`src/rtl/rv32im_instruction_decoder_core_defines.svh`:
```
// Assertion macros for the RV32IM instruction decoder.
`ifndef RV32IM_INSTRUCTION_DECODER_CORE_DEFINES_SVH
`define RV32IM_INSTRUCTION_DECODER_CORE_DEFINES_SVH

`ifndef NO_ASSERTIONS
// checked outside reset
`define RVD_ASSERT(lbl, prop, msg) \
  lbl: assert property (@(posedge clk) disable iff (!rst_n) prop) else $error(msg);
// checked at every edge, reset included
`define RVD_ASSERT_ALWAYS(lbl, prop, msg) \
  lbl: assert property (@(posedge clk) prop) else $error(msg);
`else
`define RVD_ASSERT(lbl, prop, msg)
`define RVD_ASSERT_ALWAYS(lbl, prop, msg)
`endif

`endif

```
`src/rtl/rv32dec_pkg.sv`:
```
// Package: codes, types and field widths of the RV32IM instruction decoder.
package rv32dec_pkg;

  localparam int XLEN = 32;

  typedef logic [5:0]      kind_t;
  typedef logic [2:0]      fmt_t;
  typedef logic [4:0]      alu_t;
  typedef logic [6:0]      flags_t;
  typedef logic [4:0]      reg_idx_t;
  typedef logic [XLEN-1:0] word_t;

  // opcodes
  localparam logic [6:0] OPC_LUI    = 7'h37;
  localparam logic [6:0] OPC_AUIPC  = 7'h17;
  localparam logic [6:0] OPC_JAL    = 7'h6F;
  localparam logic [6:0] OPC_JALR   = 7'h67;
  localparam logic [6:0] OPC_BRANCH = 7'h63;
  localparam logic [6:0] OPC_LOAD   = 7'h03;
  localparam logic [6:0] OPC_STORE  = 7'h23;
  localparam logic [6:0] OPC_IMM    = 7'h13;
  localparam logic [6:0] OPC_REG    = 7'h33;
  localparam logic [6:0] OPC_SYSTEM = 7'h73;

  // funct3 codes
  localparam logic [2:0] F3_ADD  = 3'd0;
  localparam logic [2:0] F3_SLL  = 3'd1;
  localparam logic [2:0] F3_SLT  = 3'd2;
  localparam logic [2:0] F3_SLTU = 3'd3;
  localparam logic [2:0] F3_XOR  = 3'd4;
  localparam logic [2:0] F3_SR   = 3'd5;
  localparam logic [2:0] F3_OR   = 3'd6;
  localparam logic [2:0] F3_AND  = 3'd7;

  localparam logic [2:0] F3_BEQ  = 3'd0;
  localparam logic [2:0] F3_BNE  = 3'd1;
  localparam logic [2:0] F3_BLT  = 3'd4;
  localparam logic [2:0] F3_BGE  = 3'd5;
  localparam logic [2:0] F3_BLTU = 3'd6;
  localparam logic [2:0] F3_BGEU = 3'd7;

  localparam logic [2:0] F3_B    = 3'd0;
  localparam logic [2:0] F3_H    = 3'd1;
  localparam logic [2:0] F3_W    = 3'd2;
  localparam logic [2:0] F3_BU   = 3'd4;
  localparam logic [2:0] F3_HU   = 3'd5;

  localparam logic [6:0]  F7_MULDIV   = 7'h01;
  localparam logic [11:0] SYS_ECALL   = 12'h000;
  localparam logic [11:0] SYS_EBREAK  = 12'h001;

  // instruction kinds
  localparam kind_t K_UNKNOWN = 6'd0;
  localparam kind_t K_LUI     = 6'd1;
  localparam kind_t K_AUIPC   = 6'd2;
  localparam kind_t K_JAL     = 6'd3;
  localparam kind_t K_JALR    = 6'd4;
  localparam kind_t K_BEQ     = 6'd5;
  localparam kind_t K_BNE     = 6'd6;
  localparam kind_t K_BLT     = 6'd7;
  localparam kind_t K_BGE     = 6'd8;
  localparam kind_t K_BLTU    = 6'd9;
  localparam kind_t K_BGEU    = 6'd10;
  localparam kind_t K_LB      = 6'd11;
  localparam kind_t K_LH      = 6'd12;
  localparam kind_t K_LW      = 6'd13;
  localparam kind_t K_LBU     = 6'd14;
  localparam kind_t K_LHU     = 6'd15;
  localparam kind_t K_SB      = 6'd16;
  localparam kind_t K_SH      = 6'd17;
  localparam kind_t K_SW      = 6'd18;
  localparam kind_t K_ADDI    = 6'd19;
  localparam kind_t K_SLTI    = 6'd20;
  localparam kind_t K_SLTIU   = 6'd21;
  localparam kind_t K_XORI    = 6'd22;
  localparam kind_t K_ORI     = 6'd23;
  localparam kind_t K_ANDI    = 6'd24;
  localparam kind_t K_SLLI    = 6'd25;
  localparam kind_t K_SRLI    = 6'd26;
  localparam kind_t K_SRAI    = 6'd27;
  localparam kind_t K_ADD     = 6'd28;
  localparam kind_t K_SUB     = 6'd29;
  localparam kind_t K_SLL     = 6'd30;
  localparam kind_t K_SLT     = 6'd31;
  localparam kind_t K_SLTU    = 6'd32;
  localparam kind_t K_XOR     = 6'd33;
  localparam kind_t K_SRL     = 6'd34;
  localparam kind_t K_SRA     = 6'd35;
  localparam kind_t K_OR      = 6'd36;
  localparam kind_t K_AND     = 6'd37;
  localparam kind_t K_MUL     = 6'd38;
  localparam kind_t K_ECALL   = 6'd46;
  localparam kind_t K_EBREAK  = 6'd47;

  // formats
  localparam fmt_t FMT_UNKNOWN = 3'd0;
  localparam fmt_t FMT_R       = 3'd1;
  localparam fmt_t FMT_I       = 3'd2;
  localparam fmt_t FMT_S       = 3'd3;
  localparam fmt_t FMT_B       = 3'd4;
  localparam fmt_t FMT_U       = 3'd5;
  localparam fmt_t FMT_J       = 3'd6;

  // ALU operations
  localparam alu_t ALU_ADD    = 5'd0;
  localparam alu_t ALU_SUB    = 5'd1;
  localparam alu_t ALU_AND    = 5'd2;
  localparam alu_t ALU_OR     = 5'd3;
  localparam alu_t ALU_XOR    = 5'd4;
  localparam alu_t ALU_SLL    = 5'd5;
  localparam alu_t ALU_SRL    = 5'd6;
  localparam alu_t ALU_SRA    = 5'd7;
  localparam alu_t ALU_SLT    = 5'd8;
  localparam alu_t ALU_SLTU   = 5'd9;
  localparam alu_t ALU_PASS_B = 5'd10;
  localparam alu_t ALU_MUL    = 5'd11;

  // control flag bits
  localparam int FL_REGWRITE = 0;
  localparam int FL_MEMREAD  = 1;
  localparam int FL_MEMWRITE = 2;
  localparam int FL_MEMTOREG = 3;
  localparam int FL_ALUSRC   = 4;
  localparam int FL_BRANCH   = 5;
  localparam int FL_JUMP     = 6;

  localparam flags_t FLM_REGWRITE = flags_t'(1) << FL_REGWRITE;
  localparam flags_t FLM_MEMREAD  = flags_t'(1) << FL_MEMREAD;
  localparam flags_t FLM_MEMWRITE = flags_t'(1) << FL_MEMWRITE;
  localparam flags_t FLM_MEMTOREG = flags_t'(1) << FL_MEMTOREG;
  localparam flags_t FLM_ALUSRC   = flags_t'(1) << FL_ALUSRC;
  localparam flags_t FLM_BRANCH   = flags_t'(1) << FL_BRANCH;
  localparam flags_t FLM_JUMP     = flags_t'(1) << FL_JUMP;

  // decoded control group
  typedef struct packed {
    kind_t  kind;
    fmt_t   format;
    word_t  immediate;
    alu_t   alu_operation;
    flags_t control_flags;
  } dec_t;

  // full result item
  typedef struct packed {
    dec_t     dec;
    reg_idx_t dest_reg;
    reg_idx_t src1_reg;
    reg_idx_t src2_reg;
    word_t    pc_out;
  } res_t;

endpackage

```
`src/rtl/rv32dec_in_if.sv`:
```
// Interface: instruction input channel.
interface rv32dec_in_if;
  logic                      valid;
  logic                      ready;
  logic [31:0]               instr_word;
  logic [31:0]               fetch_pc;

  modport source (output valid, output instr_word, output fetch_pc, input ready);
  modport sink   (input valid, input instr_word, input fetch_pc, output ready);
endinterface

```
`src/rtl/rv32dec_out_if.sv`:
```
// Interface: decoded result channel.
interface rv32dec_out_if;
  logic               valid;
  logic               ready;
  logic [5:0]         kind;
  logic [2:0]         format;
  logic [4:0]         dest_reg;
  logic [4:0]         src1_reg;
  logic [4:0]         src2_reg;
  logic signed [31:0] immediate;
  logic [4:0]         alu_operation;
  logic [6:0]         control_flags;
  logic [31:0]        pc_out;

  modport source (output valid, output kind, output format, output dest_reg,
                  output src1_reg, output src2_reg, output immediate,
                  output alu_operation, output control_flags, output pc_out,
                  input ready);
  modport sink   (input valid, input kind, input format, input dest_reg,
                  input src1_reg, input src2_reg, input immediate,
                  input alu_operation, input control_flags, input pc_out,
                  output ready);
endinterface

```
`src/rtl/rv32dec_in_stage.sv`:
```
// Input register stage: captures instruction word and fetch address.
module rv32dec_in_stage (
  input  logic                 clk,
  input  logic                 rst_n,
  rv32dec_in_if.sink           in_item,
  input  logic                 dn_ready,
  output logic                 s1_valid,
  output rv32dec_pkg::word_t   s1_instr,
  output rv32dec_pkg::word_t   s1_pc
);

  logic               valid_r;
  logic               valid_nxt;
  rv32dec_pkg::word_t instr_r;
  rv32dec_pkg::word_t pc_r;
  logic               ready;

  assign ready         = !valid_r || dn_ready;
  assign in_item.ready = ready;
  assign valid_nxt     = ready ? in_item.valid : valid_r;

  always_ff @(posedge clk) begin
    if (!rst_n) begin
      valid_r <= 1'b0;
    end else begin
      valid_r <= valid_nxt;
    end
  end

  always_ff @(posedge clk) begin
    if (in_item.valid && ready) begin
      instr_r <= in_item.instr_word;
      pc_r    <= in_item.fetch_pc;
    end
  end

  assign s1_valid = valid_r;
  assign s1_instr = instr_r;
  assign s1_pc    = pc_r;

endmodule

```
`src/rtl/rv32dec_decode.sv`:
```
// Combinational decode of one RV32IM instruction word.
module rv32dec_decode (
  input  rv32dec_pkg::word_t instr,
  output rv32dec_pkg::dec_t  dec
);

  logic [6:0]         opc;
  logic [2:0]         f3;
  logic [6:0]         f7;
  logic               b5;
  rv32dec_pkg::word_t imm_i;
  rv32dec_pkg::word_t imm_s;
  rv32dec_pkg::word_t imm_b;
  rv32dec_pkg::word_t imm_u;
  rv32dec_pkg::word_t imm_j;
  rv32dec_pkg::word_t shamt;

  assign opc = instr[6:0];
  assign f3  = instr[14:12];
  assign f7  = instr[31:25];
  assign b5  = instr[30];

  assign imm_i = {{20{instr[31]}}, instr[31:20]};
  assign imm_s = {{20{instr[31]}}, instr[31:25], instr[11:7]};
  assign imm_b = {{19{instr[31]}}, instr[31], instr[7], instr[30:25], instr[11:8], 1'b0};
  assign imm_u = {instr[31:12], 12'b0};
  assign imm_j = {{11{instr[31]}}, instr[31], instr[19:12], instr[20], instr[30:21], 1'b0};
  assign shamt = {27'b0, instr[24:20]};

  always_comb begin
    dec.kind          = rv32dec_pkg::K_UNKNOWN;
    dec.format        = rv32dec_pkg::FMT_UNKNOWN;
    dec.immediate     = '0;
    dec.alu_operation = rv32dec_pkg::ALU_ADD;
    dec.control_flags = '0;
    unique case (opc)
      rv32dec_pkg::OPC_LUI: begin
        dec.kind          = rv32dec_pkg::K_LUI;
        dec.format        = rv32dec_pkg::FMT_U;
        dec.immediate     = imm_u;
        dec.alu_operation = rv32dec_pkg::ALU_PASS_B;
        dec.control_flags = rv32dec_pkg::FLM_REGWRITE | rv32dec_pkg::FLM_ALUSRC;
      end
      rv32dec_pkg::OPC_AUIPC: begin
        dec.kind          = rv32dec_pkg::K_AUIPC;
        dec.format        = rv32dec_pkg::FMT_U;
        dec.immediate     = imm_u;
        dec.control_flags = rv32dec_pkg::FLM_REGWRITE | rv32dec_pkg::FLM_ALUSRC;
      end
      rv32dec_pkg::OPC_JAL: begin
        dec.kind          = rv32dec_pkg::K_JAL;
        dec.format        = rv32dec_pkg::FMT_J;
        dec.immediate     = imm_j;
        dec.control_flags = rv32dec_pkg::FLM_REGWRITE | rv32dec_pkg::FLM_JUMP;
      end
      rv32dec_pkg::OPC_JALR: begin
        dec.kind          = rv32dec_pkg::K_JALR;
        dec.format        = rv32dec_pkg::FMT_I;
        dec.immediate     = imm_i;
        dec.control_flags = rv32dec_pkg::FLM_REGWRITE | rv32dec_pkg::FLM_JUMP |
                            rv32dec_pkg::FLM_ALUSRC;
      end
      rv32dec_pkg::OPC_BRANCH: begin
        dec.format        = rv32dec_pkg::FMT_B;
        dec.immediate     = imm_b;
        dec.control_flags = rv32dec_pkg::FLM_BRANCH;
        unique case (f3)
          rv32dec_pkg::F3_BEQ:  dec.kind = rv32dec_pkg::K_BEQ;
          rv32dec_pkg::F3_BNE:  dec.kind = rv32dec_pkg::K_BNE;
          rv32dec_pkg::F3_BLT:  dec.kind = rv32dec_pkg::K_BLT;
          rv32dec_pkg::F3_BGE:  dec.kind = rv32dec_pkg::K_BGE;
          rv32dec_pkg::F3_BLTU: dec.kind = rv32dec_pkg::K_BLTU;
          rv32dec_pkg::F3_BGEU: dec.kind = rv32dec_pkg::K_BGEU;
          default:              dec.kind = rv32dec_pkg::K_UNKNOWN;
        endcase
      end
      rv32dec_pkg::OPC_LOAD: begin
        dec.format        = rv32dec_pkg::FMT_I;
        dec.immediate     = imm_i;
        dec.control_flags = rv32dec_pkg::FLM_REGWRITE | rv32dec_pkg::FLM_MEMREAD |
                            rv32dec_pkg::FLM_MEMTOREG | rv32dec_pkg::FLM_ALUSRC;
        unique case (f3)
          rv32dec_pkg::F3_B:  dec.kind = rv32dec_pkg::K_LB;
          rv32dec_pkg::F3_H:  dec.kind = rv32dec_pkg::K_LH;
          rv32dec_pkg::F3_W:  dec.kind = rv32dec_pkg::K_LW;
          rv32dec_pkg::F3_BU: dec.kind = rv32dec_pkg::K_LBU;
          rv32dec_pkg::F3_HU: dec.kind = rv32dec_pkg::K_LHU;
          default:            dec.kind = rv32dec_pkg::K_UNKNOWN;
        endcase
      end
      rv32dec_pkg::OPC_STORE: begin
        dec.format        = rv32dec_pkg::FMT_S;
        dec.immediate     = imm_s;
        dec.control_flags = rv32dec_pkg::FLM_MEMWRITE | rv32dec_pkg::FLM_ALUSRC;
        unique case (f3)
          rv32dec_pkg::F3_B: dec.kind = rv32dec_pkg::K_SB;
          rv32dec_pkg::F3_H: dec.kind = rv32dec_pkg::K_SH;
          rv32dec_pkg::F3_W: dec.kind = rv32dec_pkg::K_SW;
          default:           dec.kind = rv32dec_pkg::K_UNKNOWN;
        endcase
      end
      rv32dec_pkg::OPC_IMM: begin
        dec.format        = rv32dec_pkg::FMT_I;
        dec.immediate     = imm_i;
        dec.control_flags = rv32dec_pkg::FLM_REGWRITE | rv32dec_pkg::FLM_ALUSRC;
        unique case (f3)
          rv32dec_pkg::F3_ADD: begin
            dec.kind = rv32dec_pkg::K_ADDI;
          end
          rv32dec_pkg::F3_SLL: begin
            dec.kind          = rv32dec_pkg::K_SLLI;
            dec.alu_operation = rv32dec_pkg::ALU_SLL;
            dec.immediate     = shamt;
          end
          rv32dec_pkg::F3_SLT: begin
            dec.kind          = rv32dec_pkg::K_SLTI;
            dec.alu_operation = rv32dec_pkg::ALU_SLT;
          end
          rv32dec_pkg::F3_SLTU: begin
            dec.kind          = rv32dec_pkg::K_SLTIU;
            dec.alu_operation = rv32dec_pkg::ALU_SLTU;
          end
          rv32dec_pkg::F3_XOR: begin
            dec.kind          = rv32dec_pkg::K_XORI;
            dec.alu_operation = rv32dec_pkg::ALU_XOR;
          end
          rv32dec_pkg::F3_SR: begin
            dec.immediate     = shamt;
            dec.kind          = b5 ? rv32dec_pkg::K_SRAI : rv32dec_pkg::K_SRLI;
            dec.alu_operation = b5 ? rv32dec_pkg::ALU_SRA : rv32dec_pkg::ALU_SRL;
          end
          rv32dec_pkg::F3_OR: begin
            dec.kind          = rv32dec_pkg::K_ORI;
            dec.alu_operation = rv32dec_pkg::ALU_OR;
          end
          default: begin
            dec.kind          = rv32dec_pkg::K_ANDI;
            dec.alu_operation = rv32dec_pkg::ALU_AND;
          end
        endcase
      end
      rv32dec_pkg::OPC_REG: begin
        dec.format        = rv32dec_pkg::FMT_R;
        dec.control_flags = rv32dec_pkg::FLM_REGWRITE;
        if (f7 == rv32dec_pkg::F7_MULDIV) begin
          dec.kind          = rv32dec_pkg::K_MUL + {3'b0, f3};
          dec.alu_operation = rv32dec_pkg::ALU_MUL + {2'b0, f3};
        end else begin
          unique case (f3)
            rv32dec_pkg::F3_ADD: begin
              dec.kind          = b5 ? rv32dec_pkg::K_SUB : rv32dec_pkg::K_ADD;
              dec.alu_operation = b5 ? rv32dec_pkg::ALU_SUB : rv32dec_pkg::ALU_ADD;
            end
            rv32dec_pkg::F3_SLL: begin
              dec.kind          = rv32dec_pkg::K_SLL;
              dec.alu_operation = rv32dec_pkg::ALU_SLL;
            end
            rv32dec_pkg::F3_SLT: begin
              dec.kind          = rv32dec_pkg::K_SLT;
              dec.alu_operation = rv32dec_pkg::ALU_SLT;
            end
            rv32dec_pkg::F3_SLTU: begin
              dec.kind          = rv32dec_pkg::K_SLTU;
              dec.alu_operation = rv32dec_pkg::ALU_SLTU;
            end
            rv32dec_pkg::F3_XOR: begin
              dec.kind          = rv32dec_pkg::K_XOR;
              dec.alu_operation = rv32dec_pkg::ALU_XOR;
            end
            rv32dec_pkg::F3_SR: begin
              dec.kind          = b5 ? rv32dec_pkg::K_SRA : rv32dec_pkg::K_SRL;
              dec.alu_operation = b5 ? rv32dec_pkg::ALU_SRA : rv32dec_pkg::ALU_SRL;
            end
            rv32dec_pkg::F3_OR: begin
              dec.kind          = rv32dec_pkg::K_OR;
              dec.alu_operation = rv32dec_pkg::ALU_OR;
            end
            default: begin
              dec.kind          = rv32dec_pkg::K_AND;
              dec.alu_operation = rv32dec_pkg::ALU_AND;
            end
          endcase
        end
      end
      rv32dec_pkg::OPC_SYSTEM: begin
        dec.format    = rv32dec_pkg::FMT_I;
        dec.immediate = imm_i;
        if (instr[31:20] == rv32dec_pkg::SYS_ECALL) begin
          dec.kind = rv32dec_pkg::K_ECALL;
        end else if (instr[31:20] == rv32dec_pkg::SYS_EBREAK) begin
          dec.kind = rv32dec_pkg::K_EBREAK;
        end
      end
      default: begin
        dec.kind = rv32dec_pkg::K_UNKNOWN;
      end
    endcase
  end

endmodule

```
`src/rtl/rv32dec_out_stage.sv`:
```
// Result register stage: holds one decoded item until the sink takes it.
module rv32dec_out_stage (
  input  logic              clk,
  input  logic              rst_n,
  input  logic              up_valid,
  input  rv32dec_pkg::res_t up_item,
  output logic              up_ready,
  rv32dec_out_if.source     out_item
);

  logic              valid_r;
  logic              valid_nxt;
  rv32dec_pkg::res_t item_r;

  assign up_ready  = !valid_r || out_item.ready;
  assign valid_nxt = up_ready ? up_valid : valid_r;

  always_ff @(posedge clk) begin
    if (!rst_n) begin
      valid_r <= 1'b0;
    end else begin
      valid_r <= valid_nxt;
    end
  end

  always_ff @(posedge clk) begin
    if (up_valid && up_ready) begin
      item_r <= up_item;
    end
  end

  assign out_item.valid         = valid_r;
  assign out_item.kind          = item_r.dec.kind;
  assign out_item.format        = item_r.dec.format;
  assign out_item.dest_reg      = item_r.dest_reg;
  assign out_item.src1_reg      = item_r.src1_reg;
  assign out_item.src2_reg      = item_r.src2_reg;
  assign out_item.immediate     = $signed(item_r.dec.immediate);
  assign out_item.alu_operation = item_r.dec.alu_operation;
  assign out_item.control_flags = item_r.dec.control_flags;
  assign out_item.pc_out        = item_r.pc_out;

endmodule

```
`src/rtl/rv32im_instruction_decoder_core.sv`:
```
// Top level: RV32IM instruction decoder, input register, decode, result register.
//
//   channel   dir  handshake        payload
//   in_item   in   valid / ready    instr_word, fetch_pc
//   out_item  out  valid / ready    kind, format, regs, immediate, alu op, flags, pc
//
// Items pass the input then the result register; one item per cycle while out_item is ready.
// Decode is a single pass of logic between the input and result registers.
// Ready propagates back combinationally, so a stalled result only blocks
// intake once both registers hold an item.
// Synchronous active-low reset empties both registers.
`include "rv32im_instruction_decoder_core_defines.svh"

module rv32im_instruction_decoder_core (
  input  logic          clk,
  input  logic          rst_n,
  rv32dec_in_if.sink    in_item,
  rv32dec_out_if.source out_item
);

  logic               s1_valid;
  rv32dec_pkg::word_t s1_instr;
  rv32dec_pkg::word_t s1_pc;
  logic               s2_ready;
  rv32dec_pkg::dec_t  s1_dec;
  rv32dec_pkg::res_t  s1_res;

  rv32dec_in_stage u_in_stage (
    .clk      (clk),
    .rst_n    (rst_n),
    .in_item  (in_item),
    .dn_ready (s2_ready),
    .s1_valid (s1_valid),
    .s1_instr (s1_instr),
    .s1_pc    (s1_pc)
  );

  rv32dec_decode u_decode (
    .instr (s1_instr),
    .dec   (s1_dec)
  );

  always_comb begin
    s1_res.dec      = s1_dec;
    s1_res.dest_reg = s1_instr[11:7];
    s1_res.src1_reg = s1_instr[19:15];
    s1_res.src2_reg = s1_instr[24:20];
    s1_res.pc_out   = s1_pc;
  end

  rv32dec_out_stage u_out_stage (
    .clk      (clk),
    .rst_n    (rst_n),
    .up_valid (s1_valid),
    .up_item  (s1_res),
    .up_ready (s2_ready),
    .out_item (out_item)
  );

  `RVD_ASSERT(a_pc_follows,
    (s1_valid && s2_ready) |=> (out_item.pc_out == $past(s1_pc)),
    "pc lost between stages")
  `RVD_ASSERT(a_known_has_fmt,
    (out_item.valid && out_item.kind != rv32dec_pkg::K_UNKNOWN) |->
      (out_item.format != rv32dec_pkg::FMT_UNKNOWN),
    "known kind without format")
  `RVD_ASSERT(a_r_no_imm,
    (out_item.valid && out_item.format == rv32dec_pkg::FMT_R) |->
      (out_item.immediate == 0),
    "R format with immediate")
  `RVD_ASSERT(a_branch_fmt,
    (out_item.valid && out_item.control_flags[rv32dec_pkg::FL_BRANCH]) |->
      (out_item.format == rv32dec_pkg::FMT_B),
    "branch flag outside B format")
  `RVD_ASSERT_ALWAYS(a_reset_empty,
    !rst_n |=> (!out_item.valid && !s1_valid),
    "stages not empty after reset")

endmodule

```
`src/flat_wrapper.sv`:
```
// flat-port wrapper written by rule: the top's interface ports become plain ports
module rv32im_instruction_decoder_core_flat 
  (clk, rst_n, in_item_valid, in_item_instr_word, in_item_fetch_pc, in_item_ready, out_item_valid, out_item_kind, out_item_format, out_item_dest_reg, out_item_src1_reg, out_item_src2_reg, out_item_immediate, out_item_alu_operation, out_item_control_flags, out_item_pc_out, out_item_ready);
  rv32dec_in_if in_item_i ();
  rv32dec_out_if out_item_i ();
  input  logic clk;
  input  logic rst_n;
  input wire logic [$bits(in_item_i.valid)-1:0] in_item_valid;
  input wire logic [$bits(in_item_i.instr_word)-1:0] in_item_instr_word;
  input wire logic [$bits(in_item_i.fetch_pc)-1:0] in_item_fetch_pc;
  output wire logic [$bits(in_item_i.ready)-1:0] in_item_ready;
  output wire logic [$bits(out_item_i.valid)-1:0] out_item_valid;
  output wire logic [$bits(out_item_i.kind)-1:0] out_item_kind;
  output wire logic [$bits(out_item_i.format)-1:0] out_item_format;
  output wire logic [$bits(out_item_i.dest_reg)-1:0] out_item_dest_reg;
  output wire logic [$bits(out_item_i.src1_reg)-1:0] out_item_src1_reg;
  output wire logic [$bits(out_item_i.src2_reg)-1:0] out_item_src2_reg;
  output wire logic [$bits(out_item_i.immediate)-1:0] out_item_immediate;
  output wire logic [$bits(out_item_i.alu_operation)-1:0] out_item_alu_operation;
  output wire logic [$bits(out_item_i.control_flags)-1:0] out_item_control_flags;
  output wire logic [$bits(out_item_i.pc_out)-1:0] out_item_pc_out;
  input wire logic [$bits(out_item_i.ready)-1:0] out_item_ready;
  assign in_item_i.valid = in_item_valid;
  assign in_item_i.instr_word = in_item_instr_word;
  assign in_item_i.fetch_pc = in_item_fetch_pc;
  assign in_item_ready = in_item_i.ready;
  assign out_item_valid = out_item_i.valid;
  assign out_item_kind = out_item_i.kind;
  assign out_item_format = out_item_i.format;
  assign out_item_dest_reg = out_item_i.dest_reg;
  assign out_item_src1_reg = out_item_i.src1_reg;
  assign out_item_src2_reg = out_item_i.src2_reg;
  assign out_item_immediate = out_item_i.immediate;
  assign out_item_alu_operation = out_item_i.alu_operation;
  assign out_item_control_flags = out_item_i.control_flags;
  assign out_item_pc_out = out_item_i.pc_out;
  assign out_item_i.ready = out_item_ready;
  rv32im_instruction_decoder_core u_core (.clk(clk), .rst_n(rst_n), .in_item(in_item_i), .out_item(out_item_i));
endmodule
```
`config.mk`:
```
export PLATFORM = sky130hd
export DESIGN_NAME = rv32im_instruction_decoder_core_flat
export DESIGN_NICKNAME = d
export VERILOG_FILES = /design/src/rtl/rv32dec_pkg.sv /design/src/rtl/rv32dec_in_if.sv /design/src/rtl/rv32dec_out_if.sv /design/src/rtl/rv32dec_in_stage.sv /design/src/rtl/rv32dec_decode.sv /design/src/rtl/rv32dec_out_stage.sv /design/src/rtl/rv32im_instruction_decoder_core.sv /design/src/flat_wrapper.sv
export VERILOG_INCLUDE_DIRS = /design/src /design/src/rtl
export SDC_FILE = /design/constraint.sdc
export NUM_CORES = 1
export LEC_CHECK = 0
export CORE_MARGIN = 4
export CORE_UTILIZATION = 40
export DETAILED_ROUTE_END_ITERATION = 10
export DONT_BUFFER_PORTS = 1
export PLACE_DENSITY = 0.6
export RECOVER_POWER = 50
export SETUP_SLACK_MARGIN = 0.05
export SYNTH_ARGS = -nofsm -noshare
export SYNTH_HDL_FRONTEND = slang
export SYNTH_SLANG_ARGS = --single-unit
```
`constraint.sdc`:
```
create_clock -name clk -period 5.9 [get_ports clk]
set_clock_uncertainty 0.05 [all_clocks]
set_input_delay 0.59 -clock clk [delete_from_list [all_inputs] [get_ports clk]]
set_output_delay 0.59 -clock clk [all_outputs]
set_load 0.01 [all_outputs]
```
==> summary.txt <==
status - complete, but fails checks
failing checks - max-capacitance violations, max-slew violations
worst-path cell chain - nor2b_1 -> nor2b_4 -> clkbuf_1
vias per cell - 5.39
DRT antenna net count - 0
routed wire length - 13800 µm
Root Buffer - clkbuf_16
hold crit path type - primary input to flip-flop
clk buf depth - 2
share of layout cells above drive strength 1 - 13.9%
vias in the first global route - 3399
Tcrit/Tclk final - 49.3%
hold worst-path end - u_core.u_in_stage.s1_pc[18]
final hold violations - 0
initial antenna violation count - 5
Fin Setup TNS - 0 ns
GRT Total Usage - 15.5%
total die area - 18200 µm²
die height - 135 µm
CP Max Fanout - 45
Synth Register Bits - 165
final cell count without fillers - 625
top_reg_cell synth - edfxtp_1
# IOs - 170
critical-path cell with the highest stage delay - clkbuf_1
total grt overflow - 0
Placer Congestion - 0.886
H-tree lvl count - 4
number of CTS-inserted buffers - 17
final setup fails - 0
worst-margin pin slew - 2.43 ns
Ant. Diodes - 0
Net Count, Synth - 468
Synth warnings - 0
CTS tree - yes
min-delay src - in_item_fetch_pc[18]
max cap viols - 1
relative slew slack - -61.7%
Cells on Worst Hold Path - 0
CTS Hold Buffers Added - 0
Syn Inst Count - 391
reg2reg path depth - 3
Power Density - 361 nW/µm²
asr flop ratio synth - 0%
Placed Cells - 593
area leader, netlist - edfxtp_1
DRC - 0
share of the synthesized area in the top cell type - 76.0%
cell area after synthesis - 6440 µm²
DR iter-0 viols - 310
Reg-to-Reg End - u_core.u_out_stage.out_item.kind[0]
register area share after synthesis - 76.6%
syn avg cell area - 16.5 µm²
Max Fclk - 343 MHz
dpl hpwl - 9640 µm
R2R Setup Slk - 2.99 ns
Final Max Slew Viols - 46
commonest cells in the synthesized netlist - edfxtp_1, nor2_1, a21o_1
clk_lat worst skew - 0.42 ns
final net count - 473
max incr delay on CP - 1.71 ns
Die W - 135 µm
CP Data Required Time - 5.84 ns
most frequent cell after synthesis - edfxtp_1
Post-synth EDFFs - 163
Initial Utilization - 40.7%
DR pass1 iterations - 5
wire per inst - 22.0 µm
Port Buf Inserts - 0
post-route minimum period - 2.91 ns
VDD IR max - 0.203 mV
Leak - 0.00252 µW
Vias - 3366
clock-pin slew on the worst setup and hold paths - 0.07 ns
Critical Path End Type - flip-flop
largest net degree at the start of global routing - 56
setup bufs post-CTS - 0
first-pass GRT wire length - 20700 µm
Startpoint Class - flip-flop
crit path DAT - 2.86 ns
Clock Sinks - 165
CTS resizes - 0
CP Class - flip-flop to flip-flop
worst r2r src - u_core.u_out_stage.out_item.valid
Area Overhead vs Synth - 12.6%
Synth cell types - 62
Synth area leaders - edfxtp_1, a21o_1, ha_1
core area - 15800 µm²
Core Rows - 46
RSZ-0062 raised after global routing - false
cells in the final DEF (no fill, tap or decap), types with 3 or more instances in the layout:
cell type	count
o21ai_0	13
a21oi_1	14
inv_8	3
and2_1	6
nand4_1	4
a22oi_1	3
nand2_1	16
a21oi_2	3
a21o_1	18
and3_1	4
nor2_1	20
nand3b_1	4
a22o_1	4
inv_6	4
o211ai_1	4
clkbuf_16	17
edfxtp_1	163
clkinv_8	3
inv_1	9
a211o_1	4
mux2i_1	3
o22ai_1	7
nand3_1	10
a31oi_1	4
ha_1	9
critical path, delay by kind of cell (launching register included):
kind / cells / cell delay, ns
buffers and inverters: 1 / 1.71
flip-flops: 1 / 0.35
AND/OR/NAND/NOR: 2 / 0.32
cell type report:
cell class	instances	area, µm²
Clock inverter	15	180
Clock buffer	17	425
Sequential cell	165	4930
Tap cell	216	270
Fill cell	1347	8580
Multi-Input combinational cell	198	1380
Inverter	11	41.3
Timing Repair Buffer	3	18.8
metal layers:
| metal | global-route usage (%) | part of all wire (%) |
|---|---|---|
| met5 | 0 | 0.42 |
| met4 | 5.15 | 1.7 |
| met3 | 8.46 | 9.8 |
| met2 | 23.1 | 47 |
| met1 | 19.2 | 41 |
per-stage QoR:
step           hold WS [ns]  utilization [%]  area (µm²)  setup WS, ns  total power (µW)
6_report              0.204             45.8        7250          2.99              2620
5_1_grt               0.174             45.8        7250          2.73              2720
4_1_cts               0.181             45.8        7250          3.31              2650
3_5_place_dp          0.355             42.0        6650          3.30              1530
3_3_place_gp          0.350             42.0        6650          3.39              1530
2_1_floorplan         0.350                -        6440         0.226              1500
power by group:
| group | switching, µW | internal, µW | leakage [µW] |
|---|---|---|---|
| combinational | 59.4 | 25.6 | 0.000689 |
| sequential | 60.2 | 1360 | 0.00155 |
| clock | 503 | 606 | 0.000289 |
worst max path at each step:
| stage | startpoint | end | slack [ns] | cells after the start |
|---|---|---|---|---|
| floorplan | out_item_ready | u_core.u_out_stage.out_item.alu_operation[0] | 0.23 | 2 |
| global placement | u_core.u_in_stage.s1_instr[13] | u_core.u_out_stage.out_item.immediate[17] | 3.39 | 7 |
| detailed placement | u_core.u_in_stage.s1_instr[13] | u_core.u_out_stage.out_item.immediate[19] | 3.30 | 7 |
| CTS | u_core.u_in_stage.s1_instr[13] | u_core.u_out_stage.out_item.immediate[19] | 3.31 | 7 |
| global route | u_core.u_out_stage.out_item.valid | u_core.u_out_stage.out_item.kind[4] | 2.73 | 3 |
| finish | u_core.u_out_stage.out_item.valid | u_core.u_out_stage.out_item.kind[0] | 2.99 | 3 |
cell families after synthesis:
family | count (synthesis) | synth area share, %
flops | 165 | 76.6
buf+inv | 28 | 2.12
simple gates | 97 | 9.54
compound gates | 88 | 9.35
fa+ha+maj | 9 | 1.75
xor+xnor | 1 | 0.136
mux | 3 | 0.466
(Power assumes the default switching activity.)
